### src/dkc_pkg.sv
`timescale 1ns / 1ps
`default_nettype none

package dkc_pkg;

   // pixel and coefficient formats
   localparam int PIXEL_BITS    = 16;
   localparam int COEF_BITS     = 8;
   localparam int KROW_BITS     = 3 * COEF_BITS;
   localparam int OUT_BITS      = 28;
   localparam int RSP_DATA_BITS = ((2 * OUT_BITS + 7) / 8) * 8;

   // product and partial sum widths, full precision
   localparam int PROD_BITS = PIXEL_BITS + COEF_BITS + 1;
   localparam int RSUM_BITS = PROD_BITS + 2;
   localparam int TSUM_BITS = PROD_BITS + 4;

   // geometry
   localparam int DIM_BITS      = 13;
   localparam int ROW_BITS      = 12;
   localparam int MAX_HEIGHT    = 4096;
   localparam int MAX_WIDTH_DEF = 4096;

   // queue between front and back
   localparam int QUEUE_DEPTH = 4;
   localparam int QCNT_BITS   = $clog2(QUEUE_DEPTH + 1);

   // register port
   localparam int CSR_ADDR_BITS = 3;
   localparam int CSR_DATA_BITS = KROW_BITS;

   localparam logic [DIM_BITS-1:0]  WIDTH_RESET   = 13'd640;
   localparam logic [DIM_BITS-1:0]  HEIGHT_RESET  = 13'd480;
   localparam logic [KROW_BITS-1:0] KX_ROW0_RESET = 24'h1000F0;
   localparam logic [KROW_BITS-1:0] KX_ROW1_RESET = 24'h2000E0;
   localparam logic [KROW_BITS-1:0] KX_ROW2_RESET = 24'h1000F0;
   localparam logic [KROW_BITS-1:0] KY_ROW0_RESET = 24'hF0E0F0;
   localparam logic [KROW_BITS-1:0] KY_ROW1_RESET = 24'h000000;
   localparam logic [KROW_BITS-1:0] KY_ROW2_RESET = 24'h102010;

   typedef enum logic [CSR_ADDR_BITS-1:0] {
      CSR_IMAGE_WIDTH  = 3'd0,
      CSR_IMAGE_HEIGHT = 3'd1,
      CSR_KX_ROW0      = 3'd2,
      CSR_KX_ROW1      = 3'd3,
      CSR_KX_ROW2      = 3'd4,
      CSR_KY_ROW0      = 3'd5,
      CSR_KY_ROW1      = 3'd6,
      CSR_KY_ROW2      = 3'd7
   } dkc_csr_type;

   typedef logic [PIXEL_BITS-1:0] dkc_pixel_type;

   // one full 3x3 window, row-major from the top-left pixel
   typedef struct packed {
      dkc_pixel_type [8:0] pix;
      logic                last;
   } dkc_window_type;

   typedef struct packed {
      logic [2:0][KROW_BITS-1:0] kx;
      logic [2:0][KROW_BITS-1:0] ky;
   } dkc_kernels_type;

   typedef struct packed {
      logic [DIM_BITS-1:0] width;
      logic [DIM_BITS-1:0] height;
   } dkc_geometry_type;

   typedef struct packed {
      logic                 empty;
      logic [QCNT_BITS-1:0] count;
   } dkc_qstat_type;

   // signed coefficient c of a packed kernel row, left coefficient in the low bits
   function automatic logic signed [COEF_BITS-1:0] coef_at(
      input logic [KROW_BITS-1:0] row,
      input int                   c
   );
      return row[c * COEF_BITS +: COEF_BITS];
   endfunction

endpackage

`default_nettype wire

### src/dkc_queue.sv
`timescale 1ns / 1ps
`default_nettype none

module dkc_queue (
   input  wire logic                     clock,
   input  wire logic                     reset,
   input  wire logic                     push,
   input  wire dkc_pkg::dkc_window_type  push_item,
   input  wire logic                     pop,
   output dkc_pkg::dkc_window_type       head_item,
   output dkc_pkg::dkc_qstat_type        qstat
);
   import dkc_pkg::*;

   localparam int PTR_BITS = (QUEUE_DEPTH > 1) ? $clog2(QUEUE_DEPTH) : 1;

   dkc_window_type        entry_ff [QUEUE_DEPTH];
   logic [PTR_BITS-1:0]   wr_ptr_ff, wr_ptr_in;
   logic [PTR_BITS-1:0]   rd_ptr_ff, rd_ptr_in;
   logic [QCNT_BITS-1:0]  count_ff, count_in;

   function automatic logic [PTR_BITS-1:0] ptr_next(input logic [PTR_BITS-1:0] p);
      return (p == PTR_BITS'(QUEUE_DEPTH - 1)) ? '0 : p + PTR_BITS'(1);
   endfunction

   always_comb begin
      wr_ptr_in = push ? ptr_next(wr_ptr_ff) : wr_ptr_ff;
      rd_ptr_in = pop ? ptr_next(rd_ptr_ff) : rd_ptr_ff;
      count_in  = count_ff + QCNT_BITS'(push) - QCNT_BITS'(pop);
   end

   assign head_item   = entry_ff[rd_ptr_ff];
   assign qstat.empty = (count_ff == '0);
   assign qstat.count = count_ff;

   always_ff @(posedge clock) begin
      if (reset) begin
         wr_ptr_ff <= '0;
         rd_ptr_ff <= '0;
         count_ff  <= '0;
      end else begin
         wr_ptr_ff <= wr_ptr_in;
         rd_ptr_ff <= rd_ptr_in;
         count_ff  <= count_in;
      end
   end

   always_ff @(posedge clock) begin
      if (push) begin
         entry_ff[wr_ptr_ff] <= push_item;
      end
   end

endmodule

`default_nettype wire

### config.mk
export PLATFORM = sky130hd
export DESIGN_NAME = dkc_queue
export DESIGN_NICKNAME = d
export VERILOG_FILES = /design/src/dkc_pkg.sv /design/src/dkc_queue.sv
export SDC_FILE = /design/constraint.sdc
export NUM_CORES = 1
export LEC_CHECK = 0
export ABC_AREA = 1
export CAP_MARGIN = 10
export CELL_PAD_IN_SITES_DETAIL_PLACEMENT = 1
export CELL_PAD_IN_SITES_GLOBAL_PLACEMENT = 2
export CORE_UTILIZATION = 35
export DETAILED_ROUTE_END_ITERATION = 8
export DONT_BUFFER_PORTS = 1
export GPL_ROUTABILITY_DRIVEN = 1
export PLACE_DENSITY_LB_ADDON = 0.3
export SLEW_MARGIN = 40
export SYNTH_ARGS = -nofsm -noshare
export SYNTH_HDL_FRONTEND = slang
export SYNTH_SLANG_ARGS = --single-unit
### constraint.sdc
create_clock -name clock -period 12.09 [get_ports clock]
set_clock_uncertainty 0.2 [all_clocks]
set_input_delay 1.209 -clock clock [delete_from_list [all_inputs] [get_ports clock]]
set_output_delay 1.209 -clock clock [all_outputs]
set_load 0.03 [all_outputs]
==> flow_results.org <==
** Status
- The run finished with clean final reports.

** Critical path
- The worst register-to-register path has a setup slack of 9.43 ns.
- Worst Reg2Reg Path Length in Cells :: 4
- Highest net fanout along the worst path :: 94
- Data on the critical path is required at its endpoint by 10.68 ns.
- Launch instance of the worst register-to-register path :: wr_ptr_ff[0]
- R2R Path End :: entry_ff[3][117]
- Type of origin of the critical path :: flip-flop
- Critical path destination :: head_item[5]
- The setup path with the least slack is of type flip-flop to output pin.
- Signal arrival time at the worst endpoint :: 3.32 ns
- Type of element capturing the critical path :: output pin

** CTS
- # hold bufs at CTS :: 0
- The H-tree generated during clock tree synthesis spans 3 levels.
- Buffers inserted during clock tree synthesis total 68.
- TritonCTS built the clock tree.
- Deepest clock path buffer count :: 3
- Clock sinks :: 589
- Clk Tree Root Cell :: sky130_fd_sc_hd__clkbuf_16
- The clock reaches the later pin of the worst-skew pair after 0.61 ns.
- Gates resized, CTS repair :: 0
- Once the clock tree was built, the setup fixing pass inserted 0 buffers.
- Clock-pin slew was measured on the worst setup and hold paths at 0.06 ns.

** Placement
- Post-detail-place hpwl :: 29.8 mm
- Input and output buffers added on the ports amount to 0.
- Post-placement worst setup slack :: 7.52 ns
- Once placement finished, the instance area stood at 0.0246 mm^2.
- Placer Congestion :: 0.713

** Finish
- Compared with the post-synthesis result, the final layout area differs by 12.2%.
- With fillers left out, the area of the finished cells amounts to 0.0268 mm^2.
- Cells with a size suffix above 1 make up 14.7% of the layout.
- At the end of the flow the core is filled with cells to 39.8%.
- After filler insertion, the fill cell instance count of the layout stands at 6896.
- Area used by multi-input combinational logic :: 0.00457 mm^2
- Summing all flip-flop and latch instances after layout gives 0.0176 mm^2.
- Total inserted antenna cells :: 0
- For this run, the post-layout net count is 1898.

** Global routing
- After global routing the overflow that remains totals 0.
- Global-route wire length before repair :: 79.7 mm
- Pin count of the biggest net entering global routing :: 196
- The number of global-route vias before repair is 13600.
- Total global-route track usage :: 15.0%
- The number of antenna violations at the first check in global routing was 1.

** Synthesis
- Yosys mapped the design onto 18 distinct sky130hd cell types.
- The number of nets handed over by synthesis was 1907.
- For this run, the number of Yosys warnings is 0.
- Cell Area, Synth :: 0.0239 mm^2
- The cell count after synthesis came out at 1750.
- Summing the sequential cell areas from Yosys gives 73.6% of the chip area.
- A synthesized cell averages 13.7 um^2.
- Number of storage elements in the synthesis netlist :: 589

** Route
- After detailed routing, the number of remaining DRC violations is 0.
- Drt first pass iters :: 4
- After detailed routing, the number of vias per cell comes to 4.82.
- Vias post-DR :: 12900
- The count of nets left with antenna violations once routing finished came out at 0.
- After detailed routing, the met3 layer carries 3.95 mm of wire.
- Total routed wire length on the met1 layer :: 20.4 mm
- Uppermost layer routed :: met5
- Dividing the detail-routed wire length by the instance count gives 19.4 um.
- Met2 WL post-DR :: 26.1 mm
- Aggregate routed wire length :: 51.9 mm
- The detailed router finished its first iteration with 643 violations.

** Die
- Initial standard-cell utilization of the core :: 35.5%
- Std-Cell Rows :: 95
- Boundary Pins :: 298
- The die is 263 um wide.
- Floorplan Core Area :: 0.0674 mm^2
- Die area :: 0.0694 mm^2
- The floorplan step set the die height to 263 um.

** STA
- Based on the critical path, the design can be clocked at up to 212 MHz.
- Least-Margin Pin Slew :: 0.798 ns
- Measured against its own limit, the worst slew margin works out to 46.8%.
- Post-route setup TNS :: 0 ns
- Setup slack on the critical path of the routed design comes to 7.36 ns.
- RSZ-0062 raised after global routing :: false
- The count of final hold-check violations is 0.
- Max-slew violation count :: 0
- Final Cycle Share :: 39.1%
- Min Clock Period, post-route :: 4.73 ns
- Number of setup violations in the final report :: 0

** Power
- Switching portion of total power :: 26.0%
- Internal power component :: 3.55 mW
- Net switching component of the power :: 1.25 mW
- Combinational logic burns 9.8% of the power.
- Power after layout :: 4.80 mW
- In this run the static leakage power is 9.66 nW.
- IR analysis of the VDD net gives a maximum drop of 0.000113 V.
- The clock network burns 40.6% of the power.
- Sequential Power Share :: 49.6%
- Power Dens Cells :: 179 mW/mm^2

** Min path
- In this run the most critical hold path is launched from rd_ptr_ff[0].
- The worst hold path belongs to the class flip-flop to flip-flop.

** Flow run
- Max-cap violations in this run came to 0.
[logic make-up after synthesis]
kind of cell / Yosys count / share of synthesized area (%)
adder cells (fa/ha/maj): 8 / 0.450
buffers and inverters: 402 / 7.29
AND/OR/NAND/NOR: 310 / 4.87
flip-flops: 589 / 73.6
AO/OA/AOI/OAI: 441 / 13.8
[worst max-delay path, stage by stage, from the launching register on]
cell and delay, ns:
sky130_fd_sc_hd__dfxtp_4 0.57, sky130_fd_sc_hd__buf_12 0.27, sky130_fd_sc_hd__buf_4 0.58, sky130_fd_sc_hd__buf_6 0.64, sky130_fd_sc_hd__o21ai_0 0.24, sky130_fd_sc_hd__nand2_1 0.29
[layer usage]
metal	GRT usage, %	up-vias
li1	-	6082
met1	16.5	6445
met2	26.2	241
met3	5.61	91
met4	5.33	2
met5	0	-
[state kept, by name, summed over array words and instances, names as in the netlist, named ones only]
signal and flops:
rd_ptr_ff 2, entry_ff 580, count_ff 3, wr_ptr_ff 2
[per-stage QoR]
step           cells  hold WS (ns)
6_report        2668         0.311
5_1_grt         2668         0.350
4_1_cts         2666         0.315
3_5_place_dp    2542         0.305
3_3_place_gp    2540         0.284
2_1_floorplan   1750         0.268
[how the worst min path moves through the flow]
| stage | cells after the start | to |
|---|---|---|
| after global routing | 2 | flip-flop |
| after detailed placement | 2 | flip-flop |
| after global placement | 2 | flip-flop |
| final | 2 | flip-flop |
| after floorplan | 2 | flip-flop |
| after CTS | 2 | flip-flop |
[power groups by stage]
| stage | clock [mW] | sequential, mW | combinational, mW |
|---|---|---|---|
| after floorplan | 0 | 2.42 | 0.397 |
| after global placement | 0 | 2.42 | 0.466 |
| after detailed placement | 0 | 2.43 | 0.478 |
| after CTS | 2.01 | 2.38 | 0.479 |
| after global routing | 2.09 | 2.39 | 0.516 |
| final | 1.95 | 2.38 | 0.472 |
[cells in the final DEF, fill, tap and decap left out, drive strengths merged]
cell	netlist	final
a21oi	148	148
buf	68	18
bufinv	0	2
clkbuf	29	86
clkinv	0	28
clkinvlp	0	3
dfxtp	9	9
edfxtp	580	580
fa	1	1
ha	7	7
inv	305	310
nand2	299	299
nand3	1	1
nor2	10	10
o211ai	145	145
o21ai	148	148
[Yosys cell counts (all sizes together)]
| cell | instances | area [um^2] |
|---|---|---|
| dfxtp | 9 | 180 |
| nand2 | 299 | 1120 |
| inv | 305 | 1140 |
| buf | 68 | 489 |
| nor2 | 10 | 37.5 |
| ha | 7 | 87.6 |
| edfxtp | 580 | 17400 |
| clkbuf | 29 | 109 |
| o211ai | 145 | 1810 |
| fa | 1 | 20.0 |
| nand3 | 1 | 5.00 |
| o21ai | 148 | 741 |
| a21oi | 148 | 741 |
[final cells by class]
| cell class | instances | share of cell area (%) |
|---|---|---|
| clock buffers | 86 | 6.76 |
| clock inverters | 38 | 1.16 |
| inverters | 305 | 4.35 |
| multi-input cells | 759 | 17.0 |
| flip-flops and latches | 589 | 65.6 |
| well taps | 873 | 4.07 |
| repair buffers | 18 | 0.994 |
Power figures use the tool's default switching activity.
